File: src/design/spq_pkg.sv
`default_nettype none

package spq_pkg;

	// queue geometry
	localparam int NUM_LEVELS  = 4;
	localparam int LEVEL_DEPTH = 16;
	localparam int HANDLE_BITS = 16;

	// port field widths
	localparam int LEVEL_FIELD_W  = 2;
	localparam int HANDLE_FIELD_W = 16;
	localparam int COUNT_FIELD_W  = 5;

	// derived widths
	localparam int LVL_W   = (NUM_LEVELS > 1) ? $clog2(NUM_LEVELS) : 1;
	localparam int SLOT_W  = (LEVEL_DEPTH > 1) ? $clog2(LEVEL_DEPTH) : 1;
	localparam int COUNT_W = $clog2(LEVEL_DEPTH + 1);
	localparam int ENTRIES = NUM_LEVELS * LEVEL_DEPTH;
	localparam int ADDR_W  = $clog2(ENTRIES);

	// item modes
	localparam logic MODE_PUSH = 1'b0;
	localparam logic MODE_POP  = 1'b1;

	typedef logic [LVL_W-1:0]       lvl_t;
	typedef logic [SLOT_W-1:0]      slot_t;
	typedef logic [COUNT_W-1:0]     count_t;
	typedef logic [ADDR_W-1:0]      addr_t;
	typedef logic [HANDLE_BITS-1:0] hdl_t;

endpackage

`default_nettype wire

File: src/design/strict_priority_request_queue.sv
// channel   | signals                                   | handshake
// ----------+-------------------------------------------+------------------------------
// command   | start, mode, level, handle                | taken when start && !busy
// result    | done, handle_out, popped, served_level,   | one-cycle strobe on done,
//           | dropped, level_count                      | no backpressure
//
// one command per cycle while busy is low; its result appears on the cycle after it is taken
// the handle store is a synchronous memory read once per pop; the pointer and
// occupancy update and the read address are set up in the accept cycle
// reset clears pointers and occupancy; the handle memory itself is not cleared
// busy is high during reset and until the first clock edge after reset release
// results cannot be stalled, so done is a plain one-cycle strobe

`default_nettype none

module strict_priority_request_queue (
	input  wire logic                                clk,
	input  wire logic                                arst_n,
	input  wire logic                                start,
	output logic                                     busy,
	input  wire logic                                mode,
	input  wire logic [spq_pkg::LEVEL_FIELD_W-1:0]   level,
	input  wire logic [spq_pkg::HANDLE_FIELD_W-1:0]  handle,
	output logic                                     done,
	output logic [spq_pkg::HANDLE_FIELD_W-1:0]       handle_out,
	output logic                                     popped,
	output logic [spq_pkg::LEVEL_FIELD_W-1:0]        served_level,
	output logic                                     dropped,
	output logic [spq_pkg::COUNT_FIELD_W-1:0]        level_count
);

	// per-level control state, small enough for flops
	spq_pkg::slot_t  head_q [spq_pkg::NUM_LEVELS];
	spq_pkg::slot_t  tail_q [spq_pkg::NUM_LEVELS];
	spq_pkg::count_t occ_q  [spq_pkg::NUM_LEVELS];
	spq_pkg::count_t occ_d  [spq_pkg::NUM_LEVELS];

	// handle store: one write port, one registered read port
	spq_pkg::hdl_t   mem_q [spq_pkg::ENTRIES];
	spq_pkg::hdl_t   rd_data_q;

	logic            busy_q;
	logic            done_q;
	logic            popped_q;
	spq_pkg::lvl_t   served_q;
	logic            dropped_q;
	spq_pkg::count_t count_q;

	logic            accept;
	logic            is_pop;
	logic            lvl_ok;
	spq_pkg::lvl_t   lvl_idx;
	logic            lvl_full;
	logic            push_ok;
	logic            pop_ok;
	logic            found;
	spq_pkg::lvl_t   sel;
	spq_pkg::addr_t  wr_addr;
	spq_pkg::addr_t  rd_addr;
	spq_pkg::count_t count_d;

	assign accept   = start && !busy_q;
	assign is_pop   = (mode == spq_pkg::MODE_POP);
	assign lvl_ok   = (32'(level) < 32'(spq_pkg::NUM_LEVELS));
	assign lvl_idx  = spq_pkg::LVL_W'(level);
	assign lvl_full = (occ_q[lvl_idx] >= spq_pkg::COUNT_W'(spq_pkg::LEVEL_DEPTH));
	assign push_ok  = accept && !is_pop && lvl_ok && !lvl_full;
	assign pop_ok   = accept && is_pop && found;

	// strict priority pick: lowest-numbered non-empty level wins
	always_comb begin
		found = 1'b0;
		sel   = '0;
		for (int i = spq_pkg::NUM_LEVELS - 1; i >= 0; i--) begin
			if (occ_q[i] != '0) begin
				found = 1'b1;
				sel   = spq_pkg::LVL_W'(i);
			end
		end
	end

	// flat memory address: level base plus slot within the level
	assign wr_addr = spq_pkg::ADDR_W'(lvl_idx) * spq_pkg::ADDR_W'(spq_pkg::LEVEL_DEPTH)
		+ spq_pkg::ADDR_W'(tail_q[lvl_idx]);
	assign rd_addr = spq_pkg::ADDR_W'(sel) * spq_pkg::ADDR_W'(spq_pkg::LEVEL_DEPTH)
		+ spq_pkg::ADDR_W'(head_q[sel]);

	// occupancy after this transaction, used both for update and for the report
	always_comb begin
		for (int i = 0; i < spq_pkg::NUM_LEVELS; i++) begin
			occ_d[i] = occ_q[i];
		end
		if (push_ok) begin
			occ_d[lvl_idx] = occ_q[lvl_idx] + spq_pkg::COUNT_W'(1);
		end
		if (pop_ok) begin
			occ_d[sel] = occ_q[sel] - spq_pkg::COUNT_W'(1);
		end
		count_d = lvl_ok ? occ_d[lvl_idx] : '0;
	end

	function automatic spq_pkg::slot_t next_slot(input spq_pkg::slot_t s);
		next_slot = (s == spq_pkg::SLOT_W'(spq_pkg::LEVEL_DEPTH - 1)) ? '0
			: s + spq_pkg::SLOT_W'(1);
	endfunction

	// pointers, occupancy and result flags
	always_ff @(posedge clk or negedge arst_n) begin
		if (!arst_n) begin
			for (int i = 0; i < spq_pkg::NUM_LEVELS; i++) begin
				head_q[i] <= '0;
				tail_q[i] <= '0;
				occ_q[i]  <= '0;
			end
			busy_q    <= 1'b1;
			done_q    <= 1'b0;
			popped_q  <= 1'b0;
			served_q  <= '0;
			dropped_q <= 1'b0;
			count_q   <= '0;
		end else begin
			busy_q <= 1'b0;
			done_q <= accept;
			for (int i = 0; i < spq_pkg::NUM_LEVELS; i++) begin
				occ_q[i] <= occ_d[i];
			end
			if (push_ok) begin
				tail_q[lvl_idx] <= next_slot(tail_q[lvl_idx]);
			end
			if (pop_ok) begin
				head_q[sel] <= next_slot(head_q[sel]);
			end
			if (accept) begin
				popped_q  <= pop_ok;
				served_q  <= pop_ok ? sel : '0;
				dropped_q <= !is_pop && !push_ok;
				count_q   <= count_d;
			end
		end
	end

	// handle memory, no reset; only occupied slots are ever read
	always_ff @(posedge clk) begin
		if (push_ok) begin
			mem_q[wr_addr] <= spq_pkg::HANDLE_BITS'(handle);
		end
		if (pop_ok) begin
			rd_data_q <= mem_q[rd_addr];
		end
	end

	assign busy         = busy_q;
	assign done         = done_q;
	assign popped       = popped_q;
	assign dropped      = dropped_q;
	assign served_level = spq_pkg::LEVEL_FIELD_W'(served_q);
	assign level_count  = spq_pkg::COUNT_FIELD_W'(count_q);
	assign handle_out   = popped_q ? spq_pkg::HANDLE_FIELD_W'(rd_data_q) : '0;

	// a result strobe always follows an accepted transaction
	a_done_follows_accept: assert property (@(posedge clk) disable iff (!arst_n)
		done |-> $past(start && !busy))
		else $error("result without accepted transaction");

	// a transaction cannot both pop and drop
	a_pop_drop_exclusive: assert property (@(posedge clk) disable iff (!arst_n)
		!(popped && dropped))
		else $error("popped and dropped together");

	// a drop reports a full level or an invalid one
	a_drop_count: assert property (@(posedge clk) disable iff (!arst_n)
		(done && dropped) |->
			(level_count == spq_pkg::COUNT_FIELD_W'(spq_pkg::LEVEL_DEPTH)
			|| level_count == '0))
		else $error("drop reported with partial occupancy");

	// the level addressed by the command input never exceeds its depth
	a_occ_bound: assert property (@(posedge clk) disable iff (!arst_n)
		occ_q[lvl_idx] <= spq_pkg::COUNT_W'(spq_pkg::LEVEL_DEPTH))
		else $error("level occupancy overflow");

endmodule

`default_nettype wire

File: config.mk
export PLATFORM = sky130hd
export DESIGN_NAME = strict_priority_request_queue
export DESIGN_NICKNAME = d
export VERILOG_FILES = /design/src/design/spq_pkg.sv /design/src/design/strict_priority_request_queue.sv
export SDC_FILE = /design/constraint.sdc
export NUM_CORES = 1
export LEC_CHECK = 0
export BUFFER_PORTS_ARGS = -buffer_cell sky130_fd_sc_hd__buf_4
export CORE_ASPECT_RATIO = 0.9
export CORE_MARGIN = 2
export CORE_UTILIZATION = 63
export DETAILED_ROUTE_END_ITERATION = 8
export PLACE_DENSITY = 0.78
export SYNTH_ARGS = -nofsm -noshare
export SYNTH_HDL_FRONTEND = slang
export SYNTH_SLANG_ARGS = --single-unit
File: constraint.sdc
create_clock -name clk -period 3.81 [get_ports clk]
set_clock_uncertainty 0.05 [all_clocks]
set_input_delay 0.381 -clock clk [delete_from_list [all_inputs] [get_ports clk]]
set_output_delay 0.381 -clock clk [all_outputs]
set_load 0.05 [all_outputs]
==> impl_metrics.py, run 1 <==
metrics = {
    "cells_and_area": {
        "fin_util_pct": 76.5,
        "synthToLayoutAreaGrowth_pct": 19.9,
        "fin_area_um2": 53600,
        "drive_gt1_share_pct": 27.8,
        "finalNetCount": 3065,
    },
    "worst_setup_path": {
        "startpoint_type": "flip-flop",
        "worstPathArrival_ns": 4.17,
        "cp_max_fo": 5,
        "critPathTopFamily": "simple AND/OR/NAND/NOR gates",
        "reg2reg_depth": 14,
        "worstSetupPathType": "flip-flop to flip-flop",
        "slowest_stage": "or4_4",
        "required_ns": 4.16,
        "cp_common_cell": "buf_4",
        "path_cells": "or4_4, nor4_4, buf_4, a21oi_4, o211ai_4, buf_6, buf_4, buf_16, mux2_2, o21ai_0, nor2_1, a22oi_1, buf_4, nand4_1",
        "cp.depth": 14,
        "reg2reg_from": "occ_q[7]",
        "cp-end-kind": "flip-flop",
        "crit_buf_inv": 5,
        "cpPeakStageDelay_ns": 0.58,
        "r2r_setup_slack_ns": -0.005,
        "r2r_end": "rd_data_q[15]",
    },
    "clock_network": {
        "clk_latency_ns": 0.68,
        "cts.sinks": 1103,
        "clockBufferDepth": 3,
        "clkSlewWorstSetupHoldPaths_ns": 0.06,
        "cts_buffers": 106,
        "cts_tree": "done",
        "cts_root_buf": "clkbuf_16",
        "h-tree-depth": 3,
    },
    "timing": {
        "relSlewSlack_pct": 33.4,
        "rsz0062_at_grt": "true",
        "min_period_ns": 3.81,
        "fmax_mhz": 262,
        "period_share_pct": 100,
        "drv_slew": 0,
        "setup_slack_ns": -0.00495,
        "worst_slew_pin_slew_ns": 0.999,
        "hold_violations": 0,
        "tns_ns": -0.00495,
        "setup_violations": 1,
    },
    "synthesis": {
        "synthTopCellsByArea": "edfxtp_1, mux4_2, dfrtp_1, mux2i_1, nand2_1",
        "syn_nets": 2667,
        "synthMostInstantiatedCell": "edfxtp_1",
        "synthCells": 2641,
        "ys_seq_area_share_pct": 73.4,
        "synth-seq-cells": 1103,
        "syn-cell-area_um2": 44700,
        "async_flop_share_pct": 5.71,
        "synth_edf_count": 1040,
        "yosys-top-cells-count": "edfxtp_1, nand2_1, mux2i_1, nor2_1, mux4_2",
        "synth.distinct_cells": 71,
        "synth_warnings": 0,
        "ys.flop_type": "edfxtp_1",
        "synth_top_area_share_pct": 69.8,
        "synth.avg_cell_area_um2": 16.9,
        "yosysTopAreaCell": "edfxtp_1",
    },
    "die": {
        "start_util_pct": 63.8,
        "die_y_um": 257,
        "rows": 92,
        "core_um2": 70100,
        "boundaryPins": 49,
        "dieWidth_um": 285,
        "fp.dieArea_um2": 73100,
    },
    "run_status": {
        "status": "finished, violations left",
        "violations": "negative setup slack",
    },
    "global_route": {
        "track_usage_pct": 38.5,
        "antenna_found_initial": 10,
        "grt_max_degree": 65,
        "first_global_vias": 27600,
        "grt.overflow.total": 0,
        "grt_pass1_wl_um": 199000,
    },
    "detailed_routing": {
        "first_pass_iters": 6,
        "ant_nets": 0,
        "post-route-drc-count": 0,
        "routed_wl_um": 141000,
        "drt_iter0_drc": 5279,
        "wl_per_cell_um": 34.7,
        "vias": 29000,
        "vias_per_cell": 7.12,
    },
    "worst_hold_path": {
        "hold_path.class": "input port to flip-flop",
        "hp-start": "mode",
        "holdPathEnd": "dropped",
        "min_path_cells": 3,
    },
    "flow_run": {
        "cap_violations": 0,
    },
    "power": {
        "power_density_nw_per_um2": 819,
        "ir_drop_v": 0.000641,
        "p_total_uw": 43900,
        "p_leak_uw": 0.0185,
    },
    "placement": {
        "place_congestion": 1.01,
        "pre_cts_ws_ns": -0.408,
        "placed_area_um2": 49100,
        "io_buffer_count": 48,
        "place_hpwl_um": 88800,
    },
}
==> worst max path at each step <==
stage,start,to,slack (ns)
finish,occ_q[7],rd_data_q[15],-0.005
global route,occ_q[7],rd_data_q[10],-0.07
CTS,occ_q[17],rd_data_q[5],-0.002
detailed placement,occ_q[0],rd_data_q[9],-0.41
global placement,occ_q[5],rd_data_q[9],-0.40
floorplan,occ_q[9],mem_q[0][0],0.31
==> worst min-delay path: stages <==
cell and delay, ns:
buf_4 0.11, nor2_1 0.04, a22o_1 0.20
==> flip-flops by register name (all words and copies together), names as in the netlist, 2 cells and up <==
name          flops
rd_data_q        16
mem_q          1024
served_level      2
tail_q           16
occ_q            20
head_q           16
level_count       5
==> placed cells by master, fill, tap and decap left out, types with 62 or more instances in the layout <==
cell type  instances
edfxtp_1        1040
buf_4            382
nand2_1          203
mux2i_1          131
mux4_2           117
nor2_1           114
clkbuf_16        110
nand3_1           64
o21ai_0           62
==> where the power goes <==
group,internal [uW],switching [uW],leakage (uW)
sequential,13700,292,0.0101
clock,6240,4560,0.00174
combinational,8040,11100,0.00659
==> per-stage QoR <==
step | cells | hold WS, ns
detailed placement | 3848 | 0.415
CTS | 4057 | 0.0328
finish | 4068 | 0.0631
global route | 4066 | 0.0640
floorplan | 2641 | 0.0354
global placement | 3848 | 0.402
==> kinds of logic after synthesis <==
family	share of synthesized area, %
flip-flops	73.4
AND/OR/NAND/NOR	5.62
adder cells (fa/ha/maj)	0.112
buffers and inverters	2.13
multiplexers	9.62
other	0.00838
AO/OA/AOI/OAI	9.03
XOR/XNOR	0.137
==> routing by layer <==
metal  part of all wire [%]  GRT usage (%)  vias up
met3                     15           10.9      394
met1                     35           54.6    14600
met4                    4.7           13.8       10
li1                       -              -    11600
met2                     46           58.0     2443
met5                  0.042              0        -
==> cell type report <==
cell class                      count  area (um^2)
Clock buffer                      122         2730
Multi-Input combinational cell   1339        11500
Tap cell                          940         1180
Inverter                           25         98.8
Clock inverter                     73          841
Timing Repair Buffer              464         4470
Sequential cell                  1103        32800
Fill cell                        3874        16500
Antenna cell                        2         5.00
==> repair_timing <==
action,CTS,global route
pin swaps,8,21
cloned,5,3
endpoints found under the setup margin,16,17
resized for setup,80,77
buffers inserted,8,6
hold buffers,1,0
hold endpoints to repair,62,0
Power figures use the tool's default switching activity.
==> inputs of run 2 (changes only) <==
--- a/config.mk
+++ b/config.mk
@@ -8,9 +8,9 @@
 export BUFFER_PORTS_ARGS = -buffer_cell sky130_fd_sc_hd__buf_4
 export CORE_ASPECT_RATIO = 0.9
 export CORE_MARGIN = 2
-export CORE_UTILIZATION = 63
+export CORE_UTILIZATION = 59
 export DETAILED_ROUTE_END_ITERATION = 8
-export PLACE_DENSITY = 0.78
+export PLACE_DENSITY_LB_ADDON = 0.2
 export SYNTH_ARGS = -nofsm -noshare
 export SYNTH_HDL_FRONTEND = slang
 export SYNTH_SLANG_ARGS = --single-unit
==> run 2 against run 1 <==
Clock-buffer cell count up 5. Non-clock buffer count grew 32. Utilization shrank 4.0 points. Cell count grew 1.5%. Via count is 1.2% lower. Sequential power hardly changed. Clock power hardly changed. Critical path type unchanged. The flow still finishes with violations (negative setup slack). First-iteration DRC count down 8.4%.
==> impl_metrics.py, run 2 (synthesized netlist as in run 1, its figures left out) <==
metrics = {
    "power": {
        "ir_drop_v": 0.000601,
        "pwr-share-seq_pct": 31.0,
        "p_leak_uw": 0.0187,
        "p_int_uw": 28800,
        "power_density_nw_per_um2": 835,
        "switchingPower_uw": 16600,
        "clock_power_share_pct": 23.3,
        "p_sw_share_pct": 36.5,
        "combPwrFrac_pct": 45.6,
    },
    "clock_network": {
        "clockBufferDepth": 3,
        "clkSlewWorstSetupHoldPaths_ns": 0.06,
        "cts_buffers": 107,
        "h-tree-depth": 3,
        "clk_latency_ns": 0.68,
        "cts_tree": "done",
        "cts.sinks": 1103,
        "cts_root_buf": "clkbuf_16",
    },
    "die": {
        "start_util_pct": 59.7,
        "die_y_um": 265,
        "dieWidth_um": 294,
        "rows": 95,
        "boundaryPins": 49,
        "core_um2": 74900,
        "fp.dieArea_um2": 78000,
    },
    "global_route": {
        "first_global_vias": 26900,
        "track_usage_pct": 35.6,
        "use_met3_pct": 8.72,
        "grt_max_degree": 65,
        "gr-usage-met1_pct": 52.7,
        "grt_pass1_wl_um": 196000,
        "grt-busiest-layer": "met1",
        "met2_usage_pct": 51.9,
        "grt.overflow.total": 0,
        "antenna_found_initial": 7,
    },
    "timing": {
        "worst_slew_pin_slew_ns": 1.39,
        "relSlewSlack_pct": 7.08,
        "tns_ns": -0.0672,
        "fin_hold_ws_ns": 0.0292,
        "rsz0062_at_grt": "true",
        "drv_slew": 0,
        "setup_slack_ns": -0.0252,
        "fmax_mhz": 261,
        "hold_violations": 0,
        "min_period_ns": 3.84,
        "period_share_pct": 101,
        "setup_violations": 5,
    },
    "run_status": {
        "status": "finished, violations left",
        "violations": "negative setup slack",
    },
    "cells_and_area": {
        "layout_common_cells": "edfxtp_1, buf_4, nand2_1",
        "drive_gt1_share_pct": 29.6,
        "fin_util_pct": 72.5,
        "mostFrequentLayoutCell": "edfxtp_1",
        "top_regs": "mem_q: 1024 flops, occ_q: 20 flops",
        "synthToLayoutAreaGrowth_pct": 21.5,
        "finalNetCount": 3098,
        "num-fill-cells": 4500,
        "largest_reg_flops": 1024,
        "largest_register": "mem_q",
    },
    "worst_setup_path": {
        "cp-end-kind": "flip-flop",
        "startpoint_type": "flip-flop",
        "worstPathArrival_ns": 4.20,
        "cp_max_fo": 16,
        "required_ns": 4.18,
        "worstSetupPathType": "flip-flop to flip-flop",
    },
    "detailed_routing": {
        "vias_per_cell": 6.93,
        "wl_per_cell_um": 34.2,
        "vias": 28600,
        "routed_wl_um": 141000,
        "ant_nets": 0,
        "drt_iter0_drc": 4833,
        "post-route-drc-count": 0,
        "first_pass_iters": 6,
    },
    "placement": {
        "pre_cts_ws_ns": -0.415,
        "place_hpwl_um": 88500,
        "io_buffer_count": 48,
        "place_congestion": 0.985,
    },
    "worst_hold_path": {
        "hold_path.class": "input port to flip-flop",
    },
    "flow_run": {
        "cap_violations": 0,
    },
}
-- run 2: cell types whose count changed in the layout (fill, tap and decap cells not counted), sizes merged --
cell         delta
clkinv          -1
clkinvlp        -2
inv             -1
bufbuf          -2
bufinv          -2
diode           +1
buf            +28
clkbuf         +10
dlygate4sd3     +1
-- run 2: timing repair --
item	4_1_cts	5_1_grt
hold buffers	2	0
setup endpoints to repair	16	18
gates cloned	2	8
buffers inserted	12	29
endpoints found under the hold margin	63	0
gates resized for setup	87	183
pin swaps	5	39
-- run 2: power by group through the flow --
stage          logic [uW]  clock network, uW  registers (uW)
6_report            20700              10600           14100
5_1_grt             21200              11100           14100
4_1_cts             17900              10700           14000
3_5_place_dp        17000                  0           14300
3_3_place_gp        16800                  0           14300
2_1_floorplan        8950                  0           14200
-- run 2: path summary, 6_finish.rpt --
path,endpoint,start,slack (ns),cells after the start
setup / recovery,rd_data_q[2],occ_q[0],-0.03,13
hold / removal,done,start,0.03,4
setup reg to reg,rd_data_q[2],occ_q[0],-0.03,13
hold reg to reg,tail_q[0],tail_q[0],0.44,2
max in group asynchronous,occ_q[6],arst_n,2.82,2
min in group asynchronous,tail_q[5],arst_n,0.30,2
-- run 2: layout make-up --
| class | count | area (um^2) | share of cell area (%) |
|---|---|---|---|
| diodes | 3 | 7.51 | 0.0138 |
| repair buffers | 496 | 4690 | 8.63 |
| flip-flops and latches | 1103 | 32800 | 60.4 |
| multi-input cells | 1339 | 12000 | 22.1 |
| clock inverters | 67 | 698 | 1.29 |
| well taps | 970 | 1210 | 2.23 |
| inverters | 25 | 123 | 0.226 |
| clock buffers | 127 | 2770 | 5.11 |
-- run 2: metrics by stage --
stage | power, uW | std cells | instance area (um^2)
3_3_place_gp | 31100 | 3886 | 49000
6_report | 45400 | 4130 | 54300
3_5_place_dp | 31300 | 3886 | 49000
4_1_cts | 42600 | 4096 | 53000
5_1_grt | 46400 | 4127 | 54300
2_1_floorplan | 23200 | 2641 | 44700
-- run 2: per-layer routing --
| metal | routed length (um) | vias to the layer above |
|---|---|---|
| met5 | 203 | - |
| met4 | 6790 | 6 |
| met3 | 18700 | 339 |
| met2 | 62800 | 2144 |
| met1 | 52700 | 14500 |
| li1 | - | 11600 |
-- run 2: worst max-delay path, cell delays in order, from the launching register on --
cell      delay, ns
dfrtp_1        0.39
or4_4          0.58
buf_6          0.15
nor4_4         0.19
buf_4          0.18
a21oi_4        0.07
o211ai_4       0.20
buf_12         0.20
buf_16         0.18
buf_12         0.17
buf_16         0.16
mux4_2         0.56
a22oi_2        0.32
nand4_1        0.16
